**src/sv/krmc_pkg.sv**
```systemverilog
// Shared types and constants for the k-reach minimum-cost path block.
package krmc_pkg;

  // Field widths
  localparam int HEIGHT_W = 16;
  localparam int COST_W   = 32;
  localparam int JUMP_W   = 5;

  // Defaults and reset values
  localparam int                 MAX_REACH_DEF = 16;
  localparam logic [JUMP_W-1:0]  JUMP_RESET    = 5'd2;
  localparam logic [COST_W-1:0]  COST_MAX      = 32'hFFFF_FFFF;

  // Control from the sequencer to the cost unit
  typedef struct packed {
    logic start;  // clear the running minimum for a new item
    logic valid;  // history read data is present this cycle
  } krmc_ctl_t;

endpackage

```
**src/sv/k_reach_min_cost_path.sv**
```systemverilog
// Top level: sequencer over the height/cost history memory and the shared cost unit.
// Each input beat plans n = min(reach, positions held) history reads, with n = 0 for
//   a first position. The reads, candidates and minimum fold run, then the result is
//   registered once out_stall allows; a new item is taken only after that result is
//   registered. One history read and one candidate per cycle while the lookback runs.
// Reset (rst, synchronous): history empty, head at slot 0, max_jump back to 2,
//   no result pending. The history memory itself is not cleared.
module k_reach_min_cost_path #(
  parameter int MAX_REACH = krmc_pkg::MAX_REACH_DEF
) (
  input  logic                          clk,
  input  logic                          rst,
  input  logic                          cfg_we,
  input  logic [krmc_pkg::JUMP_W-1:0]   cfg_wdata,
  input  logic                          in_valid,
  output logic                          in_stall,
  input  logic [krmc_pkg::HEIGHT_W-1:0] height,
  input  logic                          first_position,
  output logic                          out_valid,
  input  logic                          out_stall,
  output logic [krmc_pkg::COST_W-1:0]   best_cost
);

  localparam int IDX_W  = (MAX_REACH > 1) ? $clog2(MAX_REACH) : 1;
  localparam int CNT_W  = $clog2(MAX_REACH + 1);
  localparam int RCH_W  = (CNT_W > krmc_pkg::JUMP_W) ? CNT_W : krmc_pkg::JUMP_W;
  localparam int WORD_W = krmc_pkg::HEIGHT_W + krmc_pkg::COST_W;

  localparam logic [1:0] S_IDLE = 2'd0;
  localparam logic [1:0] S_RUN  = 2'd1;
  localparam logic [1:0] S_FIN  = 2'd2;

  logic [1:0]                   state;
  logic [krmc_pkg::JUMP_W-1:0]  max_jump;
  logic [IDX_W-1:0]             head;
  logic [IDX_W-1:0]             ptr;
  logic [CNT_W-1:0]             seen;
  logic [CNT_W-1:0]             n_reg;
  logic [CNT_W-1:0]             issued;
  logic                         rd_valid;
  logic [krmc_pkg::HEIGHT_W-1:0] cur_h;

  logic                         in_beat;
  logic                         out_free;
  logic                         issue;
  logic                         fin_go;
  logic [RCH_W-1:0]             reach;
  logic [RCH_W-1:0]             seen_eff;
  logic [CNT_W-1:0]             n_next;
  logic [IDX_W-1:0]             head_dec;
  logic [IDX_W-1:0]             ptr_dec;
  logic [IDX_W-1:0]             head_inc;
  logic [krmc_pkg::COST_W-1:0]  result;

  logic [WORD_W-1:0]            rdata;
  krmc_pkg::krmc_ctl_t          ctl;
  logic                         unit_busy;
  logic [krmc_pkg::COST_W-1:0]  unit_best;

  // Handshake decode
  assign in_stall = (state != S_IDLE);
  assign in_beat  = in_valid && !in_stall;
  assign out_free = !out_valid || !out_stall;
  assign issue    = (state == S_RUN) && (issued != n_reg);
  assign fin_go   = (state == S_FIN) && out_free;

  // Clamp the jump limit and size the lookback for this item
  always_comb begin
    reach = RCH_W'(max_jump);
    if (max_jump == '0) begin
      reach = RCH_W'(1);
    end else if (RCH_W'(max_jump) > RCH_W'(MAX_REACH)) begin
      reach = RCH_W'(MAX_REACH);
    end
    seen_eff = first_position ? '0 : RCH_W'(seen);
    n_next   = (reach < seen_eff) ? CNT_W'(reach) : CNT_W'(seen_eff);
  end

  // Circular slot arithmetic
  assign head_dec = (head == '0) ? IDX_W'(MAX_REACH - 1) : (head - IDX_W'(1));
  assign ptr_dec  = (ptr == '0)  ? IDX_W'(MAX_REACH - 1) : (ptr - IDX_W'(1));
  assign head_inc = (head == IDX_W'(MAX_REACH - 1)) ? '0 : (head + IDX_W'(1));

  assign result = (n_reg == '0) ? '0 : unit_best;

  // Configuration register
  always_ff @(posedge clk) begin
    if (rst) begin
      max_jump <= krmc_pkg::JUMP_RESET;
    end else if (cfg_we) begin
      max_jump <= cfg_wdata;
    end
  end

  // Sequencer control state
  always_ff @(posedge clk) begin
    if (rst) begin
      state    <= S_IDLE;
      head     <= '0;
      seen     <= '0;
      issued   <= '0;
      n_reg    <= '0;
      rd_valid <= 1'b0;
    end else begin
      rd_valid <= issue;
      case (state)
        S_IDLE: begin
          if (in_beat) begin
            n_reg  <= n_next;
            issued <= '0;
            if (first_position) begin
              seen <= '0;
            end
            state <= S_RUN;
          end
        end
        S_RUN: begin
          if (issue) begin
            issued <= issued + CNT_W'(1);
          end else if (!rd_valid && !unit_busy) begin
            state <= S_FIN;
          end
        end
        S_FIN: begin
          if (fin_go) begin
            head <= head_inc;
            if (seen < CNT_W'(MAX_REACH)) begin
              seen <= seen + CNT_W'(1);
            end
            state <= S_IDLE;
          end
        end
        default: begin
          state <= S_IDLE;
        end
      endcase
    end
  end

  // Capture current height and walk the read pointer back
  always_ff @(posedge clk) begin
    if (in_beat) begin
      cur_h <= height;
      ptr   <= head_dec;
    end else if (issue) begin
      ptr <= ptr_dec;
    end
  end

  // Result register
  always_ff @(posedge clk) begin
    if (rst) begin
      out_valid <= 1'b0;
    end else if (fin_go) begin
      out_valid <= 1'b1;
    end else if (!out_stall) begin
      out_valid <= 1'b0;
    end
  end

  always_ff @(posedge clk) begin
    if (fin_go) begin
      best_cost <= result;
    end
  end

  // History memory: height in the upper bits, cost in the lower bits
  krmc_ram #(
    .WIDTH(WORD_W),
    .DEPTH(MAX_REACH)
  ) u_hist (
    .clk  (clk),
    .we   (fin_go),
    .waddr(head),
    .wdata({cur_h, result}),
    .raddr(ptr),
    .rdata(rdata)
  );

  // Shared candidate unit
  assign ctl.start = in_beat;
  assign ctl.valid = rd_valid;

  krmc_cost_unit u_cost (
    .clk        (clk),
    .rst        (rst),
    .ctl        (ctl),
    .cur_height (cur_h),
    .prev_height(rdata[WORD_W-1:krmc_pkg::COST_W]),
    .prev_cost  (rdata[krmc_pkg::COST_W-1:0]),
    .busy       (unit_busy),
    .best       (unit_best)
  );

`ifndef SYNTHESIS
  a_issue_bound: assert property (@(posedge clk) disable iff (rst)
    issued <= n_reg)
    else $error("lookback issued more reads than planned");

  a_first_no_lookback: assert property (@(posedge clk) disable iff (rst)
    (in_beat && first_position) |=> (n_reg == '0))
    else $error("first position planned a lookback");

  a_lookback_in_history: assert property (@(posedge clk) disable iff (rst)
    (state == S_RUN) |-> (n_reg <= seen))
    else $error("lookback reaches past the held history");

  a_seen_bound: assert property (@(posedge clk) disable iff (rst)
    seen <= CNT_W'(MAX_REACH))
    else $error("position count exceeds history depth");

  a_fin_idle_pipe: assert property (@(posedge clk) disable iff (rst)
    (state == S_FIN) |-> (!rd_valid && !unit_busy))
    else $error("result taken with candidates still in flight");
`endif

endmodule

```
**src/sv/krmc_ram.sv**
```systemverilog
// Generic single-write, single-read RAM with registered read data.
module krmc_ram #(
  parameter int WIDTH = 8,
  parameter int DEPTH = 16,
  localparam int AW = (DEPTH > 1) ? $clog2(DEPTH) : 1
) (
  input  logic             clk,
  input  logic             we,
  input  logic [AW-1:0]    waddr,
  input  logic [WIDTH-1:0] wdata,
  input  logic [AW-1:0]    raddr,
  output logic [WIDTH-1:0] rdata
);

  logic [WIDTH-1:0] mem [DEPTH];

  // Write port and registered read port
  always_ff @(posedge clk) begin
    if (we) begin
      mem[waddr] <= wdata;
    end
    rdata <= mem[raddr];
  end

endmodule

```
**src/sv/krmc_cost_unit.sv**
```systemverilog
// Shared candidate unit: absolute height difference, saturating add, running minimum.
module krmc_cost_unit (
  input  logic                          clk,
  input  logic                          rst,
  input  krmc_pkg::krmc_ctl_t           ctl,
  input  logic [krmc_pkg::HEIGHT_W-1:0] cur_height,
  input  logic [krmc_pkg::HEIGHT_W-1:0] prev_height,
  input  logic [krmc_pkg::COST_W-1:0]   prev_cost,
  output logic                          busy,
  output logic [krmc_pkg::COST_W-1:0]   best
);

  logic [krmc_pkg::HEIGHT_W-1:0] diff;
  logic [krmc_pkg::COST_W:0]     sum;
  logic [krmc_pkg::COST_W-1:0]   cand_next;
  logic [krmc_pkg::COST_W-1:0]   cand;
  logic                          cand_valid;

  // Form one saturated candidate from the history entry
  always_comb begin
    diff = (cur_height >= prev_height) ? (cur_height - prev_height)
                                       : (prev_height - cur_height);
    sum  = {1'b0, prev_cost}
         + {{(krmc_pkg::COST_W + 1 - krmc_pkg::HEIGHT_W){1'b0}}, diff};
    cand_next = sum[krmc_pkg::COST_W] ? krmc_pkg::COST_MAX
                                      : sum[krmc_pkg::COST_W-1:0];
  end

  // Track candidate stage occupancy
  always_ff @(posedge clk) begin
    if (rst) begin
      cand_valid <= 1'b0;
    end else begin
      cand_valid <= ctl.valid;
    end
  end

  // Register candidate, then fold into the minimum
  always_ff @(posedge clk) begin
    cand <= cand_next;
    if (ctl.start) begin
      best <= krmc_pkg::COST_MAX;
    end else if (cand_valid && (cand < best)) begin
      best <= cand;
    end
  end

  assign busy = cand_valid;

endmodule
```
**config.mk**
```make
export PLATFORM = sky130hd
export DESIGN_NAME = k_reach_min_cost_path
export DESIGN_NICKNAME = d
export VERILOG_FILES = /design/src/sv/krmc_pkg.sv /design/src/sv/k_reach_min_cost_path.sv /design/src/sv/krmc_ram.sv /design/src/sv/krmc_cost_unit.sv
export SDC_FILE = /design/constraint.sdc
export NUM_CORES = 1
export LEC_CHECK = 0
export ABC_CLOCK_PERIOD_IN_PS = 7780
export BUFFER_PORTS_ARGS = -buffer_cell sky130_fd_sc_hd__buf_4
export CAP_MARGIN = 20
export CORE_ASPECT_RATIO = 0.9
export CORE_MARGIN = 4
export CORE_UTILIZATION = 30
export DETAILED_ROUTE_END_ITERATION = 10
export PLACE_DENSITY_LB_ADDON = 0.1
export SLEW_MARGIN = 25
export SYNTH_ARGS = -nofsm -noshare
export SYNTH_HDL_FRONTEND = slang
export SYNTH_SLANG_ARGS = --single-unit
```
**constraint.sdc**
```tcl
create_clock -name clk -period 7.78 [get_ports clk]
set_clock_uncertainty 0.15 [all_clocks]
set_input_delay 0.778 -clock clk [delete_from_list [all_inputs] [get_ports clk]]
set_output_delay 0.778 -clock clk [all_outputs]
set_load 0.03 [all_outputs]
```
# Word-level counts from Yosys, hierarchy flattened

Memories as Yosys holds them, arrays and structs flattened. A register that Yosys moved wholly into a read port is not among the register bits.
Index checks and enable logic that the tools add are counted.

Memory bits (writable): 768
Output and inout bits: 34
Memories kept: 1
Register bits: 145
Word-level logic and storage cells: 91

$lt $le $gt $ge: 5
Equal/unequal tests: 11
Mux-type cells: 27
Add/sub/neg operators: 8
Reduce and logical (&&, ||, !) cells: 25

Memory list:

| memory     | words | bits a word | read ports | clocked after memory_dff | wr ports | RTL line       | source |
|---|---|---|---|---|---|---|---|
| u_hist.mem | 16    | 48          | 1          | 1                        | 1        | krmc_ram.sv:15 | `logic [WIDTH-1:0] mem [DEPTH];` |

Operators by type and width:

| cell                                                                | number |
|---|---|
| 5-bit two-way mux                                                   | 9 |
| 32-bit by 16-bit adder with 33-bit output                           | 1 |
| 32-bit less-than comparator                                         | 1 |
| 32-bit two-way mux                                                  | 1 |
| 16-bit subtractor                                                   | 2 |
| 4-bit two-way mux                                                   | 5 |
| 5-bit case mux with 2 select lines                                  | 2 |
| 16-bit >= comparator                                                | 1 |
| 16-bit two-way mux                                                  | 1 |
| 5-bit by 1-bit adder with 5-bit output (second input constant)      | 2 |
| 5-bit zero test                                                     | 2 |
| 4-bit zero test                                                     | 2 |
| 2-bit two-way mux                                                   | 4 |
| 2-bit != test (second input constant)                               | 4 |
| 4-bit AND reduction                                                 | 2 |
| 2-bit nonzero test                                                  | 4 |
| 4-bit by 1-bit subtractor with 4-bit output (second input constant) | 2 |
| 2-bit by 1-bit != test with 1-bit output (second input constant)    | 3 |
| 2-bit case mux with 3 select lines                                  | 1 |
| 5-bit greater-than comparator (second input constant)               | 1 |
| 1-bit logical AND                                                   | 5 |
| 1-bit zero test                                                     | 5 |
| 5-bit less-than comparator                                          | 1 |
| 5-bit less-than comparator (second input constant)                  | 1 |
| 10 further kinds                                                    | 14 |

# Logic depth before layout (Yosys ltp)

Gate-level depths: netlist of run 1.

Depth after elaboration: 5
Mapped depth: 23
Depth with buffers taken out: 21

# Cells and area by module

Synthesis of run 1 repeated with hierarchy kept, for this count alone.

Cell total of the unflattened synthesis: 2,239
Area, all modules: 38,791.0 sq um

By module, submodules not included:

| module                | area an instance (sq um) | instances | sequential area each (sq um) | cells an instance |
|---|---|---|---|---|
| krmc_ram              | 29,691.0                 | 1         | 24,023.0                     | 1,242 |
| krmc_cost_unit        | 5,525.3                  | 1         | 1,301.2                      | 703 |
| k_reach_min_cost_path | 3,574.7                  | 1         | 2,122.0                      | 294 |

# Worst setup path after synthesis of run 1

No wires, ideal clock.

Path type: input port to flip-flop
From: input port out_stall
To: memory u_hist.mem[3][0] (netlist bit) (enable)
Arrival time: 4.963 ns
Buffers on the path: 0
Cell stages on the path: 5
Path slack: 2.155 ns
Library setup time: 0.513 ns
Cell sequence: nand2_1 > nand2_1 > inv_2 > nand2_1 > nor3_1

Longest elaborated chain between the ends: 5

RTL lines:

| item                                    | RTL line                    | source |
|---|---|---|
| start: declaration                      | k_reach_min_cost_path.sv:20 | `input logic out_stall,` |
| 1-bit zero test                         | -                           |  |
| 1-bit logical OR                        | k_reach_min_cost_path.sv:63 | `assign out_free = !out_valid \|\| !out_stall;` |
| 1-bit logical AND                       | k_reach_min_cost_path.sv:65 | `assign fin_go = (state == S_FIN) && out_free;` |
| net fin_go                              | k_reach_min_cost_path.sv:46 | `logic fin_go;` |
| 1-bit two-way mux                       | krmc_ram.sv:19              | `if (we) begin` |
| 1-bit two-way mux (not written as such) | krmc_ram.sv:20              | `mem[waddr] <= wdata;` |
| end: declaration                        | krmc_ram.sv:15              |  |

The timed path passes the listed nets, and every way through them passes these cells.

# Worst setup path in the final report of run 1

From: register cur_h[10] (netlist bit)
To: register u_cost.cand[21] (netlist bit)

Longest elaborated chain between the ends: 3

RTL lines:

| item                                        | RTL line                     | source |
|---|---|---|
| start: declaration                          | k_reach_min_cost_path.sv:41  | `logic [krmc_pkg::HEIGHT_W-1:0] cur_h;` |
| start signal: assignment                    | k_reach_min_cost_path.sv:143 | `cur_h <= height;` |
| 16-bit subtractor (tied with other cells)   | krmc_cost_unit.sv:22         | `: (prev_height - cur_height);` |
| 16-bit two-way mux *                        | krmc_cost_unit.sv:21         | `diff = (cur_height >= prev_height) ? (cur_height - prev_height)` |
| 32-bit by 16-bit adder with 33-bit output * | krmc_cost_unit.sv:24         | `+ {{(krmc_pkg::COST_W + 1 - krmc_pkg::HEIGHT_W){1'b0}}, diff};` |
| end signal: assignment                      | krmc_cost_unit.sv:40         | `cand <= cand_next;` |
| end: declaration                            | krmc_cost_unit.sv:16         | `logic [krmc_pkg::COST_W-1:0] cand;` |

Mark *: on every way between the ends. The rest lies on a longest branch, timed or not.
A chain may end at the register's enable or synchronous reset.

==> metrics.txt, run 1 <==
GRT Resource Usage Total 15.2%; hold slack 101 ps; core box area 0.127 mm²; worst slack, placed 1520 ps; initial DRC count 1,485; Min-Delay Path Class in2reg; Setup crit end kind flip-flop; later-pin clock latency in the skew report 700 ps; Initial Utilization 30.3%; synth top area cells edfxtp_1 64%, mux4_2 14%, dfxtp_1 7.3%; area of the die 0.134 mm²; Pleak 15.3 nW; CTS buffer count 104; Largest register FFs 768; # fillers 11,900; ys async rst share 0%; power density over the cells 309 mW/mm²; #FFs+latches synth 961; worst slew pin tran 1040 ps; Setup TNS 0 ps; most frequent cells after synthesis 820 x edfxtp_1, 240 x mux4_2, 141 x dfxtp_1; r2r setup slk 1570 ps; Critical Path AT 6650 ps; Max stage delay on crit path 720 ps; CTS tree yes; vias in the first global route 20,600; global-route wire length before repair 148,000 µm; Hold-fix buffers, CTS 0; chip width 386 µm; critical path's slowest cell edfxtp_1; CP required 8220 ps; RR Startpoint cur_h[10]; Area Growth Syn to Fin 16.2%; Final Worst Setup Slack 1570 ps; Post-Synth Adder-Cell Area 3.07%; n_diodes 0; Synth Flop Type edfxtp_1; WS Path Type reg2reg; layout cells sized above 1 24.6%; Final Hold Viols 0; clock tree buffer depth 3; CP max FO 18; Slew headroom 30.2%; Post-Synth XOR/XNOR Area 0.885%; max-cap violation count 0; post-layout util 35.2%; WHS Endpoint cur_h[5]; most numerous cell in the Yosys netlist edfxtp_1; largest area contributor in the netlist edfxtp_1; Final setup viols 0; placed cells 3,827; num rows 124; largest net degree at the start of global routing 106; gr busiest metal met2; synth warn 0; Tmin final 6210 ps; Slew Limit Fails 0; global route overflow 0; min-delay src height[5]; Post-Synth Simple-Gate Area 4.54%; met2 Usage GRT 23.6%; initial antenna violation count 1; met3 Use GR 2.74%; post-synth top area share 63.8%; die height 348 µm; via count 19,900; Startpoint Class flip-flop; Synth cell types 69; Synth Net Count 2,236; Root Buffer clkbuf_16; worst-path cell chain inv_1, ha_1, and4_1, o211ai_2, a31oi_4, o311ai_0, nand2_1, a211oi_1, a21oi_1, xor2_1, ha_1, a2111oi_0, o21ai_0, a32oi_1, o21ai_0, and2_1, nand3_1, mux2_2; Post-Route WL 102,000 µm; Final Cycle Share 79.9%; biggest regs u_hist.mem x768, u_hist.rdata x48; Post-synth EDFFs 820; main combinational cell family by area after synthesis multiplexers; Post-CTS Resized 0; R2R cell count 18; unrepaired setup endpoints after global routing false; mux cell area share after synthesis 14.5%; Netlist Area Pre-Place 0.0386 mm²; Compound-Gate Fraction of Synth Area 4.06%; fin cells 4,022; Seq/Total Area, Yosys 71.1%; status finished, final reports clean; FMAX 161 MHz; # DRC 0; Max IR drop VDD 0.146 mV; H-tree Lvls 3; I/O Buffers 60; Via density 4.95; RD Place Congestion 0.842; Final ANT Viol Nets 0; GR Util met1 22.0%; nets@finish 2,354; Cells after Synth 2,116; Worst-path clk slew 60 ps; mean routed wirelength per cell 25.5 µm; Post-CTS Setup Repair Bufs 0; r2r endpoint u_cost.cand[21]; drt pass-1 iters 5; CTS Sinks 961; Top-Level Pins 61; Avg Inst Size Synth 18.2 µm²; DP HPWL 57,300 µm; Hold Path Depth 1; Top reg by flops u_hist.mem
-- layer usage --
layer / part of all wire, % / wire, µm
met2: 46 / 46700
met4: 2.4 / 2510
met5: 0 / 0
met1: 47 / 48500
met3: 4.6 / 4690
-- area by class of cell --
cell class / instances / area (µm²) / area share [%]
Tap cell: 1701 / 2130 / 4.75
Sequential cell: 961 / 27400 / 61.2
Multi-Input combinational cell: 973 / 10600 / 23.7
Clock inverter: 72 / 699 / 1.56
Clock buffer: 121 / 2700 / 6.01
Inverter: 82 / 308 / 0.686
Timing Repair Buffer: 112 / 956 / 2.13
-- how the worst max path moves through the flow --
stage                             endpoint  cells past startpoint  startpoint
after global routing       u_cost.cand[21]                     18   cur_h[10]
after detailed placement   u_cost.cand[21]                     18   cur_h[10]
final                      u_cost.cand[21]                     18   cur_h[10]
after floorplan           u_hist.mem[3][0]                      5   out_stall
after global placement     u_cost.cand[21]                     20    cur_h[0]
after CTS                  u_cost.cand[21]                     18   cur_h[10]
-- report_power, final --
part | leakage (nW) | internal, mW | total (mW) | switching (mW)
sequential | 8.54 | 6.01 | 6.19 | 0.177
clock | 1.67 | 2.88 | 4.96 | 2.08
combinational | 5.04 | 1.09 | 2.71 | 1.62
total | 15.3 | 9.98 | 13.9 | 3.87
-- worst max-delay path, delay by kind of cell (launching register included) --
kind | cells | cell delay, ps
xor+xnor | 1 | 260
flops | 1 | 720
buf+inv | 1 | 110
mux | 1 | 330
fa+ha+maj | 2 | 770
simple gates | 4 | 1210
compound gates | 9 | 2540
-- cells in the final DEF, fill, tap and decap left out, types with 12 or more instances in the layout --
cell,n
nor2_4,13
bufinv_16,12
nor2b_1,15
a31oi_1,16
clkinv_2,26
nand2_1,59
buf_4,103
mux4_2,240
a21oi_1,54
mux2i_1,16
edfxtp_1,820
and3_1,15
a21o_1,30
nand4_1,13
o21ai_0,60
nor2_1,74
clkinv_1,19
nand2b_1,14
xor2_1,16
nor2_2,18
dfxtp_1,141
xnor2_1,23
clkbuf_1,14
nand3_1,49
inv_1,81
ha_1,90
nand3b_1,35
clkbuf_16,104
-- metrics by stage --
stage	power, mW	cell area [µm²]
after floorplan	8.14	38600
after global placement	8.99	41300
after detailed placement	9.01	41400
after CTS	14.0	44800
after global routing	14.5	44800
final	13.9	44800
-- logic make-up after synthesis --
kind of cell             Yosys count
multiplexers                     258
XOR/XNOR                          39
AND/OR/NAND/NOR                  345
buffers and inverters            182
AO/OA/AOI/OAI                    238
adder cells (fa/ha/maj)           93
flip-flops                       961
Power figures use the tool's default switching activity.
==> run 2: changes to the inputs <==
--- a/config.mk
+++ b/config.mk
@@ -5,7 +5,7 @@
 export SDC_FILE = /design/constraint.sdc
 export NUM_CORES = 1
 export LEC_CHECK = 0
-export ABC_CLOCK_PERIOD_IN_PS = 7780
+export ABC_CLOCK_PERIOD_IN_PS = 5400
 export BUFFER_PORTS_ARGS = -buffer_cell sky130_fd_sc_hd__buf_4
 export CAP_MARGIN = 20
 export CORE_ASPECT_RATIO = 0.9
==> constraint.sdc (replaced) <==
create_clock -name clk -period 5.4 [get_ports clk]
set_clock_uncertainty 0.15 [all_clocks]
set_input_delay 0.54 -clock clk [delete_from_list [all_inputs] [get_ports clk]]
set_output_delay 0.54 -clock clk [all_outputs]
set_load 0.03 [all_outputs]
==> run 2 against run 1 <==
Worst setup slack worse by 1200 ps. Wire length increased by 0.61%. Sequential cell count stayed put. First-iteration DRC count shrank 1.7%. Power up 45%. Non-clock buffer count rose by 64. Die area unchanged. Sequential power increased by 44%. Hold slack lost 16 ps. Clock power rose by 44%. Sequential share of layout area decreased by 1.0 points. Largest cell class unchanged.
==> metrics.txt, run 2 (synthesis gave the netlist of run 1 again) <==
Largest register FFs 768 (unchanged); global route overflow 0 (unchanged); FMAX 198 MHz (+23%); WS Path Type reg2reg; layout cells sized above 1 25.8% (+1.2 points); Pleak 15.6 nW (+2.1%); Max IR drop VDD 0.211 mV (+45%); area of the multi-input gates 0.0107 mm² (+0.61%); area of the die 0.134 mm² (unchanged); Tmin final 5060 ps (-1150 ps); Final Hold Viols 0 (unchanged); CP startpoint cur_h[0]; Slew headroom 35.3% (+5.1 points); largest net degree at the start of global routing 104 (-1.9%); power density over the cells 441 mW/mm² (+43%); Initial Utilization 30.3% (unchanged); global-route wire length before repair 149,000 µm (+0.49%); R2R cell count 20 (+2); overall power 20.1 mW (+45%); # fillers 11,900 (-0.19%); biggest regs u_hist.mem x768, u_hist.rdata x48; CP required 5840 ps (-2380 ps); clock tree buffer depth 3 (unchanged); vias in the first global route 20,900 (+1.1%); r2r setup slk 340 ps (-1230 ps); Final Worst Setup Slack 337 ps (-1230 ps); # DRC 0 (unchanged); CP endpoint u_cost.cand[21]; Root Buffer clkbuf_16; CTS Sinks 961 (unchanged); status finished, final reports clean; H-tree Lvls 3 (unchanged); Slew Limit Fails 0 (unchanged); Top-Level Pins 61 (unchanged); chip width 386 µm (unchanged); Top reg by flops u_hist.mem; Area Growth Syn to Fin 18.2%; die height 348 µm (unchanged); max-cap violation count 0 (unchanged); num rows 124 (unchanged); nets@finish 2,420 (+2.8%); Final ANT Viol Nets 0 (unchanged); commonest non-fill, non-tap cell in the layout edfxtp_1; worst slew pin tran 968 ps (-75.7 ps); Post-Route WL 103,000 µm (+0.61%); Critical Path AT 5510 ps (-1140 ps); drt pass-1 iters 7 (+2); n_diodes 0 (unchanged); CP max FO 6 (-12); Worst-path clk slew 60 ps (about the same); unrepaired setup endpoints after global routing false; GRT Resource Usage Total 15.3% (+0.091 points); Final setup viols 0 (unchanged); CTS buffer count 106 (+1.9%); DP HPWL 60,000 µm (+4.7%); r2r endpoint u_cost.cand[21]; most frequent cells in the layout 820 x edfxtp_1, 240 x mux4_2, 141 x dfxtp_1, 133 x buf_4, 108 x clkbuf_16; RR Startpoint cur_h[0]; Final Cycle Share 93.8% (+14 points); worst slack, placed 176 ps (-1350 ps); Setup crit end kind flip-flop; CTS tree yes; initial DRC count 1,460 (-1.7%); Min-Delay Path Class in2reg; core box area 0.127 mm² (unchanged); Setup TNS 0 ps (unchanged); via count 20,000 (+0.65%); I/O Buffers 60 (unchanged); initial antenna violation count 7 (+6); mean routed wirelength per cell 25.2 µm (-1.1%); sequential cell area 0.0274 mm² (unchanged); Via density 4.90 (-1.1%); RD Place Congestion 0.853 (+1.3%); Startpoint Class flip-flop; later-pin clock latency in the skew report 710 ps (about the same)
-- run 2: cell types whose count changed in the layout (fill, tap and decap cells not counted), sizes merged --
cell         change
buf             +37
bufinv           -5
clkbuf          +22
clkinv           -5
clkinvlp         -3
dlygate4sd3     +27
inv              -3
-- run 2: how the worst min path moves through the flow --
stage | from | end | slack [ps] | cells past startpoint
2_1_floorplan | u_hist.rdata[26] | u_cost.cand[26] | 280 | 1
3_3_place_gp | rd_valid | u_cost.busy | 320 | 1
3_5_place_dp | rd_valid | u_cost.busy | 310 | 1
4_1_cts | rst | max_jump[3] | 20 | 2
5_1_grt | rst | max_jump[3] | 50 | 2
6_report | rst | state[0] | 90 | 2
-- run 2: cell type report --
class,instances,area share [%]
Inverter,82,0.675
Sequential cell,961,60.2
Tap cell,1701,4.67
Timing Repair Buffer,176,3.50
Multi-Input combinational cell,973,23.4
Clock inverter,56,1.09
Clock buffer,143,6.48
-- run 2: per-layer routing --
metal	GRT usage, %	part of all wire (%)
met1	22.9	49
met2	23.2	45
met3	2.81	4.1
met4	3.48	1.9
met5	0	0
-- run 2: metrics by stage --
stage	util (%)	cell area, µm²	std cells	hold slack [ps]
after floorplan	-	38600	2116	281
after global placement	32.7	41700	3856	315
after detailed placement	32.8	41800	3860	310
after CTS	35.7	45500	4086	19.6
after global routing	35.8	45600	4092	49.6
final	35.8	45600	4092	85.2
-- run 2: timing repair --
item	CTS	global route
endpoints found under the setup margin	0	27
endpoints found under the hold margin	23	0
resized for setup	0	8
hold buffers	27	0
buffers inserted	0	6
-- run 2: power by group --
part	internal (mW)	switching (mW)
sequential	8.66	0.255
clock	4.16	2.97
combinational	1.69	2.38
total	14.5	5.61
-- run 2: worst max-delay path: stages (launching register included) --
cell	delay (ps)
edfxtp_1	380
inv_1	70
ha_1	140
inv_1	70
fa_1	390
nand3_1	100
and2_4	170
a31oi_4	90
o311a_4	430
or4_1	500
o311ai_0	110
o211ai_1	170
xor2_1	210
ha_1	390
a21o_1	200
a21o_1	170
a221o_1	380
and3_1	250
o21ai_2	220
nand2_1	70
mux2_2	260
==> run 3: changes to the inputs <==
--- a/config.mk
+++ b/config.mk
@@ -10,9 +10,10 @@
 export CAP_MARGIN = 20
 export CORE_ASPECT_RATIO = 0.9
 export CORE_MARGIN = 4
-export CORE_UTILIZATION = 30
+export CORE_UTILIZATION = 56
 export DETAILED_ROUTE_END_ITERATION = 10
-export PLACE_DENSITY_LB_ADDON = 0.1
+export PLACE_DENSITY_LB_ADDON = 0.25
+export SKIP_CTS_REPAIR_TIMING = 1
 export SLEW_MARGIN = 25
 export SYNTH_ARGS = -nofsm -noshare
 export SYNTH_HDL_FRONTEND = slang
==> run 3 against run 2 <==
The flow now finishes with violations (negative hold slack). Power is 4.8% lower. Hold slack worse by 86 ps. Combinational power is 4% lower. Die area shrank 46%. Largest cell class unchanged. Final area shrank 3.4%. Sequential share of layout area rose by 2.1 points. Critical path depth increased by 1. Final cell count down 20%. Sequential power about the same. Maximum frequency is 1.7% lower. Critical endpoint is now u_cost.cand[31]. Global-route usage rose by 8.6 points. Via count is 0.93% higher. Largest power group unchanged.
==> metrics.txt, run 3 (synthesis gave the netlist of run 1 again) <==
# fillers 4,546 (-62%); core box area 0.0684 mm² (-46%); Startpoint Class flip-flop; Final Cell Area 0.0441 mm² (-3.4%); Min-Delay Path Class in2reg; Largest register FFs 768 (unchanged); Critical Path AT 5520 ps (about the same); later-pin clock latency in the skew report 660 ps (-50 ps); Setup crit end kind flip-flop; Final Worst Setup Slack 249 ps (-88.1 ps); Slew Limit Fails 0 (unchanged); Via density 6.18 (+26%); drt pass-1 iters 5 (-2); Slew headroom 28.7% (-6.6 points); num rows 91 (-27%); area of the multi-input gates 0.0107 mm² (-0.20%); initial DRC count 2,482 (+70%); Initial Utilization 56.4% (+26 points); Setup TNS 0 ps (unchanged); hold slack -1.00 ps (-86.2 ps); via count 20,200 (+0.93%); CTS Sinks 961 (unchanged); commonest non-fill, non-tap cell in the layout edfxtp_1; # DRC 0 (unchanged); FMAX 194 MHz (-1.7%); CP max FO 9 (+3); placed cell area 0.0407 mm² (-2.6%); chip width 285 µm (-26%); Root Buffer clkbuf_16; CP required 5770 ps (-70 ps); Post-Route WL 87,600 µm (-15%); worst slew pin tran 1070 ps (+99.5 ps); area of the die 0.0732 mm² (-46%); Hold Path Depth 3 (+1); Tmin final 5150 ps (+88.1 ps); Max IR drop VDD 0.272 mV (+29%); CTS tree yes; max-cap violation count 0 (unchanged); WS Path Type reg2reg; DP HPWL 49,100 µm (-18%); Final Cycle Share 95.4% (+1.6 points); clock tree buffer depth 3 (unchanged); nets@finish 2,382 (-1.6%); RD Place Congestion 0.948 (+11%); Final Hold Viols 1 (+1); largest net degree at the start of global routing 115 (+11%); post-layout util 64.4% (+29 points); n_diodes 0 (unchanged); power density over the cells 435 mW/mm² (-1.4%); Top-Level Pins 61 (unchanged); die height 257 µm (-26%); Top reg by flops u_hist.mem; Final ANT Viol Nets 0 (unchanged); R2R cell count 21 (+5.0%); CTS buffer count 93 (-12%); Final setup viols 0 (unchanged); GRT Resource Usage Total 23.9% (+8.6 points); most frequent cells in the layout 820 x edfxtp_1, 240 x mux4_2, 141 x dfxtp_1, 110 x buf_4, 94 x clkbuf_16; H-tree Lvls 3 (unchanged); initial antenna violation count 1 (-6); mean routed wirelength per cell 26.8 µm (+6.4%); Worst-path clk slew 60 ps (about the same); biggest regs u_hist.mem x768, u_hist.rdata x48; layout cells sized above 1 24.8% (-1.1 points); Pleak 15.3 nW (-2.0%); global route overflow 0 (unchanged); global-route wire length before repair 130,000 µm (-13%); I/O Buffers 60 (unchanged); Area Growth Syn to Fin 14.2%; worst slack, placed -13.8 ps (-190 ps); status finished, violations left; vias in the first global route 20,200 (-3.0%); failing checks negative hold slack; sequential cell area 0.0274 mm² (unchanged)
## run 3: power breakdown
part | total, mW | internal, mW | switching, mW | leakage, nW
Clock | 6.35 | 3.61 | 2.74 | 1.48
Combinational | 3.91 | 1.62 | 2.29 | 5.24
Sequential | 8.90 | 8.65 | 0.243 | 8.54
Total | 19.2 | 13.9 | 5.27 | 15.3
## run 3: final cells by class
type	count	share of cell area, %
Inverter	82	0.698
Clock inverter	48	1.00
Multi-Input combinational cell	973	24.2
Timing Repair Buffer	151	3.35
Clock buffer	127	5.85
Tap cell	930	2.64
Sequential cell	961	62.3
## run 3: metal layers
| layer | vias up | part of all wire [%] | GRT usage [%] | routed length (µm) |
|---|---|---|---|---|
| met5 | - | 0 | 0 | 0 |
| met2 | 793 | 48 | 37.4 | 42000 |
| met4 | 0 | 2.0 | 5.64 | 1780 |
| li1 | 8733 | - | - | - |
| met1 | 10600 | 43 | 35.7 | 37700 |
| met3 | 125 | 7.0 | 4.35 | 6150 |
## run 3: path summary, 6_finish.rpt
kind	start	slack, ps	end
hold reg to reg	rd_valid	310	u_cost.busy
hold / removal	cfg_wdata[0]	-1	max_jump[0]
setup / recovery	cur_h[0]	250	u_cost.cand[31]
setup reg to reg	cur_h[0]	250	u_cost.cand[31]
## run 3: stage by stage
step,total power [mW],instances
after global routing,19.9,3272
after global placement,12.8,3062
after CTS,19.2,3244
after floorplan,11.7,2116
final,19.2,3272
after detailed placement,12.9,3069
## run 3: critical path: stages, from the launching register on
cell       delay [ps]
edfxtp_1          380
inv_1              80
ha_1              140
inv_1              60
fa_1              400
nand3_1           110
and2_4            180
a31oi_4            90
o311a_4           430
nor2_8            230
mux2i_2           300
a2111oi_0         130
or4_1             560
ha_1              370
nand3_1           160
nor2_1            230
nand2_1            70
o21ai_0           200
buf_4             170
and4_1            300
and3_1            180
a31oi_1           100
